==> src/rtl/swa_pkg.sv <==
// Shared constants, types and helpers of the staggered window averager.
package swa_pkg;

  localparam int MAX_TAPS      = 1024;
  localparam int NUM_STAGES    = 4;
  localparam int SAMPLE_BITS   = 16;
  localparam int WEIGHT_BITS   = 18;
  localparam int ACC_BITS      = 48;
  localparam int FRAC_BITS     = WEIGHT_BITS - 1;
  localparam int PROD_BITS     = SAMPLE_BITS + WEIGHT_BITS;
  localparam int TAP_BITS      = $clog2(MAX_TAPS);
  localparam int CNT_BITS      = $clog2(MAX_TAPS + 1);
  localparam int STAGE_BITS    = (NUM_STAGES > 1) ? $clog2(NUM_STAGES) : 1;
  localparam int SEQ_BITS      = $clog2(NUM_STAGES + 2);

  localparam int IN_FIELD_BITS = SAMPLE_BITS + TAP_BITS + WEIGHT_BITS;
  localparam int IN_DATA_BITS  = ((IN_FIELD_BITS + 7) / 8) * 8;
  localparam int OUT_DATA_BITS = ((SAMPLE_BITS + 7) / 8) * 8;
  localparam int WIDX_LSB      = SAMPLE_BITS;
  localparam int WVAL_LSB      = SAMPLE_BITS + TAP_BITS;

  localparam int CFG_ADDR_BITS = 3;
  localparam int CFG_DATA_BITS = 32;
  localparam logic REG_TAP_COUNT = 1'b0;

  typedef enum logic [1:0] {
    ST_IDLE,
    ST_RUN,
    ST_FLUSH
  } seq_state_e;

  typedef logic signed [SAMPLE_BITS-1:0] sample_t;
  typedef logic signed [WEIGHT_BITS-1:0] weight_t;
  typedef logic [ACC_BITS-1:0]           acc_t;
  typedef logic [TAP_BITS-1:0]           tap_t;
  typedef logic [CNT_BITS-1:0]           count_t;

  // start position of stage s for a window of n taps
  function automatic tap_t stage_start(int s, count_t n);
    logic [CNT_BITS+STAGE_BITS-1:0] m;
    m = (CNT_BITS + STAGE_BITS)'(s) * (CNT_BITS + STAGE_BITS)'(n);
    return TAP_BITS'(m / NUM_STAGES);
  endfunction

endpackage

==> src/rtl/swa_mac.sv <==
// Shared multiply-accumulate unit: registered product, then 48-bit add.
module swa_mac (
  input  logic            clk_i,
  input  logic            en_i,
  input  swa_pkg::weight_t weight_i,
  input  swa_pkg::sample_t sample_i,
  input  swa_pkg::acc_t    sum_i,
  output swa_pkg::acc_t    sum_o
);
  import swa_pkg::*;

  logic signed [PROD_BITS-1:0] prod_q;

  always_ff @(posedge clk_i) begin
    if (en_i) begin
      prod_q <= weight_i * sample_i;
    end
  end

  assign sum_o = sum_i + {{(ACC_BITS - PROD_BITS){prod_q[PROD_BITS-1]}}, prod_q};

endmodule
==> config.mk <==
export PLATFORM = sky130hd
export DESIGN_NAME = swa_mac
export DESIGN_NICKNAME = d
export VERILOG_FILES = /design/src/rtl/swa_pkg.sv /design/src/rtl/swa_mac.sv
export SDC_FILE = /design/constraint.sdc
export NUM_CORES = 1
export LEC_CHECK = 0
export BUFFER_PORTS_ARGS = -buffer_cell sky130_fd_sc_hd__buf_4
export CAP_MARGIN = 15
export CORE_MARGIN = 5
export CORE_UTILIZATION = 54
export CTS_CLUSTER_SIZE = 40
export DETAILED_ROUTE_END_ITERATION = 7
export PLACE_DENSITY = 0.7
export SLEW_MARGIN = 20
export SYNTH_ARGS = -nofsm -noshare
export SYNTH_HDL_FRONTEND = slang
export SYNTH_SLANG_ARGS = --single-unit
==> constraint.sdc <==
create_clock -name clk_i -period 15.6 [get_ports clk_i]
set_input_delay 0.78 -clock clk_i [delete_from_list [all_inputs] [get_ports clk_i]]
set_output_delay 0.78 -clock clk_i [all_outputs]
set_load 0.1 [all_outputs]
# --- Yosys cells after proc, flatten, opt, wreduce, memory -nomap -nowiden ---
# Cells that the tools add are included.
# W data, S select, Z words.
classes:
  n_addsub: 1
  mul: 1
ops:
  columns: ["operator", "n"]
  rows:
  - ["$add A48 B48 Y48", 1]
  - ["$mul A18 B16 Y34", 1]
word_totals:
  elab_cells: 3
  output_inout_bits: 48
  register_bits: 34
  inputBits: 84

# --- Logic depth before layout (Yosys ltp) ---
# Gate-level depths: netlist of the first run.
logic_depth:
  word_depth: 1
  depth_mapped: 24
  mapped_depth_nobuf: 22

# --- Least setup slack after synthesis of the first run ---
# Ideal clock, no wire load.
synth_timing:
  path_kind: "in2reg"
  from: "input sample_i[7]"
  to: "register prod_q[31] (data pin)"
  cell_stages: 21
  setup_ns: 0.137
  required_time_ns: 15.463
  slack_ns: 9.020
  n_path_buf: 2
  t_arrival_ns: 6.443
  path_cell_list: "clkbuf_1 -> clkbuf_1 -> nand2_1 -> fa_1 -> inv_1 -> fa_1 -> fa_1 -> fa_1 -> fa_1 -> inv_1 -> fa_1 -> inv_1 -> ha_1 -> a21o_1 -> a21o_1 -> a2111oi_4 -> o21ai_2 -> o221ai_2 -> a31oi_2 -> or4_1 -> nand4_1"
synth_via:
  elab_chain_cells: 1
synth_lines:
  columns: ["item", "line", "rtl"]
  rows:
  - ["from (decl)", "swa_mac.sv:6", "input swa_pkg::sample_t sample_i,"]
  - ["$mul A18 B16 Y34", "swa_mac.sv:16", "prod_q <= weight_i * sample_i;"]
  - ["to (signal assigned)", "swa_mac.sv:16", null]
  - ["to (decl)", "swa_mac.sv:12", "logic signed [PROD_BITS-1:0] prod_q;"]
# No other way between the ends.
# A chain may end at the register's enable or synchronous reset.

# --- Worst setup path after layout of the first run ---
layout_timing:
  from: "input sample_i[1]"
  to: "register prod_q[26] (data pin)"
# Same word-level chain as after synthesis.

==> impl_results.md, run 1 <==
- Reg with most FFs: prod_q
- Routed WL: 34,400 um
- Warnings, synthesis: 0
- Fraction of the cycle the final worst path needs: 41.6%
- MaxCap Viol Count: 0
- Commonest non-fill, non-tap cell in the layout: inv_1
- Area Growth Syn to Fin: 9.04%
- Distinct cells, synth: 69
- First-pass GRT wire length: 58,600 um
- Seq cells post-synth: 34
- Final min period: 6.49 ns
- EDFF count, synth: 34
- Status: finished, final reports clean
- Max reg flops: 34
- Core ar.: 0.0268 mm2
- Sequential element share of the synthesized area: 6.98%
- Largest family of logic cells by synthesized area: adder cells
- Die ar.: 0.0305 mm2
- Worst Tran Pin Value: 0.699 ns
- HPWL Detailed: 29,300 um
- Worst Hold Class: input pin to flop
- RSZ-0062 raised after global routing: no
- Post-DRT Antenna Nets: 0
- CTS tree: yes
- Initial Utilization: 54.6%
- Hold_buf cts: 0
- Die height: 175 um
- Synth Area in XOR/XNOR: 4.67%
- GRT Total Usage: 23.0%
- Vias in the first global route: 12.0k
- Synth Net Count: 2,131
- Critical path class: input pin to flop
- Hold Violations, Final: 0
- Pin count of the biggest net entering global routing: 35
- Syn_area_per_cell: 9.01 um2
- CP Data Arrival Time: 6.50 ns
- CTS root buffer: clkbuf_16
- DR iter-0 viols: 843
- Slew margin rel.: 53.1%
- Postcts setup bufs: 0
- Post-synth top flop: edfxtp_1
- CP Capture Type: flop
- Initial antenna violation count: 0
- DR DRC count: 0
- Nature of the critical path startpoint: input pin
- IO Pins: 132
- Commonest cells after routing, fill and taps aside: inv_1, fa_1, nand2_1, and2_1, ha_1
- Num CTS Buffers: 5
- Slew Viols, Final: 0
- H-tree Lvls: 2
- TNS Setup: 0 ns
- Setup-violating endpoint count in the final report: 0
- Wirelength per Cell: 16.8 um
- Fmax achieved: 0.154 GHz
- GPL Wtd Cong: 0.892
- Clk sink count: 34
- GR Overflow Total: 0
- PortBufs: 131
- Synthesized area: 0.0146 mm2
- Antenna diode count: 0
- CTS resizes: 0
- Final Net Count: 2,213
- Reg clk slew, reported paths: 0.05 ns
- Mux contribution to synthesized area: 0%
- Filler cells: 2,377
- Adder-Cell Fraction of Synth Area: 51.2%
- Die width: 175 um
- Simple-gate share of the synthesized area: 15.1%
- Row cnt: 60
- Largest regs: prod_q: 34 flops
- Drt first pass iters: 5
- Compound-cell area share of the yosys netlist: 11.8%
- Via count: 11.2k
- Avg Vias per Cell: 5.45
- Ratio of cells with drive above 1 in the final layout: 8.97%
- Post-Syn Instances: 1,623
- Max Root-Sink Buffers: 2
- Critical Path RT: 15.62 ns
- Maximum fanout along the worst path: 18
- Async S/R FF share, synth: 0%
final timing paths:
| kind | slack, ns | from | end | cells past startpoint |
|---|---|---|---|---|
| setup / recovery | 9.11 | sample_i[1] | prod_q[26] | 20 |
| hold / removal | 0.96 | en_i | prod_q[0] | 1 |
worst max-delay path, cell delays in order:
cell and delay, ns:
buf_4 0.18, nand2_1 0.12, inv_1 0.09, fa_1 0.73, fa_1 0.51, fa_1 0.51
fa_1 0.52, fa_1 0.49, inv_1 0.05, fa_1 0.47, inv_1 0.04, ha_1 0.35
nand2_1 0.11, nand3_1 0.08, a2111oi_1 0.46, o21ai_1 0.16, a31o_1 0.24, a21oi_1 0.21
nor2b_1 0.07, o41a_1 0.31
layer usage:
metal / global-route usage (%) / wire length (um)
met3: 4.87 / 2890
met2: 35.6 / 14700
met5: 0 / 0
met4: 4.19 / 476
met1: 34.0 / 16300
metrics by stage:
| stage | area, um2 | setup WS, ns | utilization, % | cells | hold WS, ns |
|---|---|---|---|---|---|
| 3_3_place_gp | 15800 | 8.90 | 59.0 | 2039 | 1.24 |
| 5_1_grt | 15900 | 8.69 | 59.5 | 2047 | 0.972 |
| 6_report | 15900 | 9.11 | 59.5 | 2047 | 0.956 |
| 2_1_floorplan | 14600 | 9.02 | - | 1623 | 0.892 |
| 3_5_place_dp | 15800 | 8.83 | 59.0 | 2039 | 1.24 |
| 4_1_cts | 15900 | 9.11 | 59.5 | 2047 | 0.960 |
final cells by class:
cell class | count | area (um2) | share of cell area, %
inverters | 337 | 1260 | 7.93
multi-input cells | 1196 | 12100 | 76.0
clock buffers | 6 | 129 | 0.808
repair buffers | 131 | 983 | 6.17
well taps | 341 | 427 | 2.68
flip-flops and latches | 34 | 1020 | 6.40
clock inverters | 2 | 8.76 | 0.0549
synth_stat cells, drive strengths merged (4+ instances only):
master,count,share of area (%)
nand2b,16,0.68
a21o,35,1.8
clkbuf,49,1.3
o21a,15,0.77
xor2,21,1.3
o21bai,11,0.56
and2,140,6.0
nand4,12,0.51
o31ai,5,0.29
a21oi,68,2.3
nor2b,8,0.34
and3,15,0.68
a31oi,15,0.73
nor2,41,1.1
a21boi,4,0.21
nand2,178,4.6
edfxtp,34,7.0
fa,291,40
nand3,14,0.48
a211oi,8,0.41
o21ai,45,1.6
inv,337,8.7
ha,133,11
buf,7,0.28
xnor2,57,3.4
nor3,7,0.24
a2111oi,5,0.44
o211ai,7,0.39
cell families (layout without fill, tap and decap cells):
logic type	after synthesis	count (layout)
compound gates	252	252
xor+xnor	78	78
fa+ha+maj	424	424
buf+inv	393	476
flops	34	34
simple gates	442	442
Power of run 1 is left out: the tool's default activity adds up to more than one toggle a clock period on the data nets, which glitch-free logic cannot reach.
==> run 2: changes to the inputs <==
- ABC_AREA: unset -> 1
- PLACE_DENSITY: 0.7 -> 0.73
- clock period: 15.6 -> 5.2 ns (I/O delays scaled with it)
==> run 2 against run 1 <==
Synthesized cell count up 59%. Global-route usage rose by 5.3 points. Via count up 44%. Final area up 29%. Critical endpoint is now prod_q[21]. Largest cell class unchanged. Highest routed layer unchanged.
==> impl_results.md, run 2 <==
- Fraction of the cycle the final worst path needs: 97.5%
- Most frequent CP cell: fa_1 (unchanged)
- Reg clk slew, reported paths: 0.05 ns (about the same)
- Slew margin rel.: 54.5% (was 53.1%)
- Commonest cells after routing, fill and taps aside: nand2_1, inv_1, buf_4, fa_1, ha_1 (was inv_1, fa_1, nand2_1, and2_1, ha_1)
- Delay-heaviest family, CP: adder cells (unchanged)
- Simple-gate share of the synthesized area: 27.7% (was 15.1%)
- CTS tree: yes (unchanged)
- Post-Syn Instances: 2,578 (was 1,623)
- Worst hold margin: 0.483 ns (was 0.956 ns)
- Hold Violations, Final: 0 (unchanged)
- GR Overflow Total: 0 (unchanged)
- Die width: 189 um (was 175 um)
- Worst-path cell chain: buf_4, nand2_1, fa_1, inv_1, fa_1, fa_1, fa_1, fa_1, inv_1, fa_1, inv_1, ha_4, nand2_2, nor2_2, inv_2, nor3_4, buf_6, nand2_1, nand2_2, nand2_1, nand3_1, nand2_1 (was buf_4, nand2_1, inv_1, fa_1, fa_1, fa_1, fa_1, fa_1, inv_1, fa_1, inv_1, ha_1, nand2_1, nand3_1, a2111oi_1, o21ai_1, a31o_1, a21oi_1, nor2b_1, o41a_1)
- Buffers & Inverters on Critical Path: 6 (was 4)
- Critical Path RT: 5.24 ns (was 15.62 ns)
- Routed WL: 50,300 um (was 34,400 um)
- Num CTS Buffers: 5 (unchanged)
- Final min period: 5.07 ns
- Max Root-Sink Buffers: 2 (unchanged)
- Post-synth top flop: edfxtp_1 (unchanged)
- Antenna diode count: 0 (unchanged)
- Commonest non-fill, non-tap cell in the layout: nand2_1 (was inv_1)
- GPL Wtd Cong: 0.957 (was 0.892)
- Largest family of logic cells by synthesized area: adder cells (unchanged)
- Reg with most FFs: prod_q (unchanged)
- IO Pins: 132 (unchanged)
- CP Data Arrival Time: 5.10 ns (was 6.50 ns)
- Mux contribution to synthesized area: 0% (unchanged)
- Warnings, synthesis: 0 (unchanged)
- Via count: 16.1k (was 11.2k)
- Synthesized area: 0.0173 mm2 (was 0.0146 mm2)
- Compound-cell area share of the yosys netlist: 2.43% (was 11.8%)
- Status: finished, final reports clean (unchanged)
- Die height: 189 um (was 175 um)
- Largest regs: prod_q: 34 flops (unchanged)
- Die ar.: 0.0357 mm2 (was 0.0305 mm2)
- Sequential element share of the synthesized area: 5.90% (was 6.98%)
- Post-DRT Antenna Nets: 0 (unchanged)
- Seq cells post-synth: 34 (unchanged)
- Setup-violating endpoint count in the final report: 0 (unchanged)
- Initial Utilization: 54.7% (was 54.6%)
- Core ar.: 0.0316 mm2 (was 0.0268 mm2)
- Crit-path slowest cell: fa_1 (unchanged)
- Worst Hold Class: input pin to flop (unchanged)
- Final cell count without fillers: 3,228 (was 2,047)
- CP Capture Type: flop (unchanged)
- Top cells by instance count after synthesis: nand2_1, inv_1, fa_1 (was inv_1, fa_1, nand2_1)
- Dpl ws: -0.379 ns (was 8.83 ns)
- Worst Tran Pin Value: 0.682 ns (was 0.699 ns)
- RSZ-0062 raised after global routing: yes (was no)
- Initial antenna violation count: 0 (unchanged)
- Adder-Cell Fraction of Synth Area: 43.3% (was 51.2%)
- Max incr delay on CP: 0.56 ns (was 0.73 ns)
- Crit. path cell count: 22 (was 20)
- Count leader, synth: nand2_1 (was inv_1)
- Filler cells: 2,921 (was 2,377)
- Setup ws final: 0.132 ns (was 9.11 ns)
- Critical path class: input pin to flop (unchanged)
- Multi-input logic area: 0.0137 mm2 (was 0.0121 mm2)
- Critical Path Source: sample_i[10] (was sample_i[1])
- Wirelength per Cell: 15.6 um (was 16.8 um)
- Pin count of the biggest net entering global routing: 35 (unchanged)
- Nature of the critical path startpoint: input pin (unchanged)
- Synth Net Count: 3,086 (was 2,131)
- Vias in the first global route: 16.6k (was 12.0k)
- Distinct cells, synth: 28 (was 69)
- MaxCap Viol Count: 0 (unchanged)
- Drt first pass iters: 5 (unchanged)
- Ratio of cells with drive above 1 in the final layout: 17.1% (was 8.97%)
- Maximum fanout along the worst path: 11 (was 18)
- Async S/R FF share, synth: 0% (unchanged)
- Synth top area cells: fa_1, nand2_1, inv_1 (was fa_1, ha_1, inv_1)
- DR DRC count: 0 (unchanged)
- Clk sink count: 34 (unchanged)
- Fmax achieved: 0.197 GHz
- Area leader, netlist: fa_1 (unchanged)
- Synth top area share: 33.7% (was 39.8%)
- Sequential Area: 0.00102 mm2 (unchanged)
- H-tree Lvls: 2 (unchanged)
- Row cnt: 65 (was 60)
- Slew Viols, Final: 0 (unchanged)
- Synth Area in XOR/XNOR: 2.68% (was 4.67%)
- Inst Count DP: 3,214 (was 2,039)
- HPWL Detailed: 45,100 um (was 29,300 um)
- GRT Total Usage: 28.3% (was 23.0%)
- Critical path capture point: prod_q[21] (was prod_q[26])
- TNS Setup: 0 ns (unchanged)
- Hold_buf cts: 0 (unchanged)
- First-pass GRT wire length: 81,600 um (was 58,600 um)
- DR iter-0 viols: 980 (was 843)
- Max reg flops: 34 (unchanged)
- Avg Vias per Cell: 4.98 (was 5.45)
- EDFF count, synth: 34 (unchanged)
- CTS root buffer: clkbuf_16 (unchanged)
- Final Net Count: 3,333 (was 2,213)
- PortBufs: 131 (unchanged)
- Syn_area_per_cell: 6.71 um2 (was 9.01 um2)
- Area Growth Syn to Fin: 18.8% (was 9.04%)
==> run 2: cell types whose count changed in the layout (fill, tap and decap cells not counted), moves of 26 or more <==
cell | before | now
a21o_1 | 35 | 3
a21oi_1 | 68 | 42
and2_1 | 139 | 0
buf_4 | 131 | 288
inv_1 | 337 | 755
nand2_1 | 178 | 841
nand2_2 | 0 | 44
nand3_1 | 14 | 76
nor2_1 | 41 | 80
nor2_2 | 0 | 37
xnor2_1 | 57 | 8
==> run 2: layer usage <==
layer	part of all wire [%]	track usage (%)	up-vias	routed length (um)
li1	-	-	7845	-
met1	43	37.5	7660	21600
met2	49	50.1	498	24500
met3	5.5	2.53	87	2780
met4	2.8	7.12	0	1420
met5	0	0	-	0
==> run 2: repair_timing <==
item / 4_1_cts / 5_1_grt
endpoints found under the setup margin: 6 / 19
endpoints found under the hold margin: 0 / 0
pin swaps: 1 / 26
setup buffers: 2 / 4
gates resized for setup: 4 / 119
==> run 2: how the worst min path moves through the flow <==
| stage | slack (ns) | end | depth (start not counted) | start |
|---|---|---|---|---|
| after global routing | 0.50 | prod_q[10] | 1 | en_i |
| after floorplan | 0.37 | prod_q[0] | 0 | en_i |
| final | 0.48 | prod_q[0] | 3 | sample_i[0] |
| after CTS | 0.47 | prod_q[0] | 3 | sample_i[0] |
| after detailed placement | 0.76 | prod_q[0] | 3 | sample_i[0] |
| after global placement | 0.76 | prod_q[0] | 3 | sample_i[0] |
==> run 2: final cells by class <==
type                       count  area share (%)
multi-input combinational   1712            66.5
inverter                     771            14.1
timing repair buffer         301            11.3
sequential                    34            4.97
tap                          402            2.45
clock buffer                   6           0.627
clock inverter                 2          0.0426
==> run 2: stage by stage <==
stage | area, um2 | util (%)
5_1_grt | 20600 | 65.0
3_5_place_dp | 19800 | 62.7
3_3_place_gp | 19800 | 62.7
6_report | 20600 | 65.0
4_1_cts | 20000 | 63.2
2_1_floorplan | 17400 | -
==> run 2: cells by family after synthesis <==
logic type | after synthesis
DFF | 34
buffers and inverters | 832
AOI/OAI and AO/OA | 80
adders and majority gates | 424
and+or+nand+nor | 1155
xor gates and xnor gates | 53
Power of run 2 is left out for the same reason.
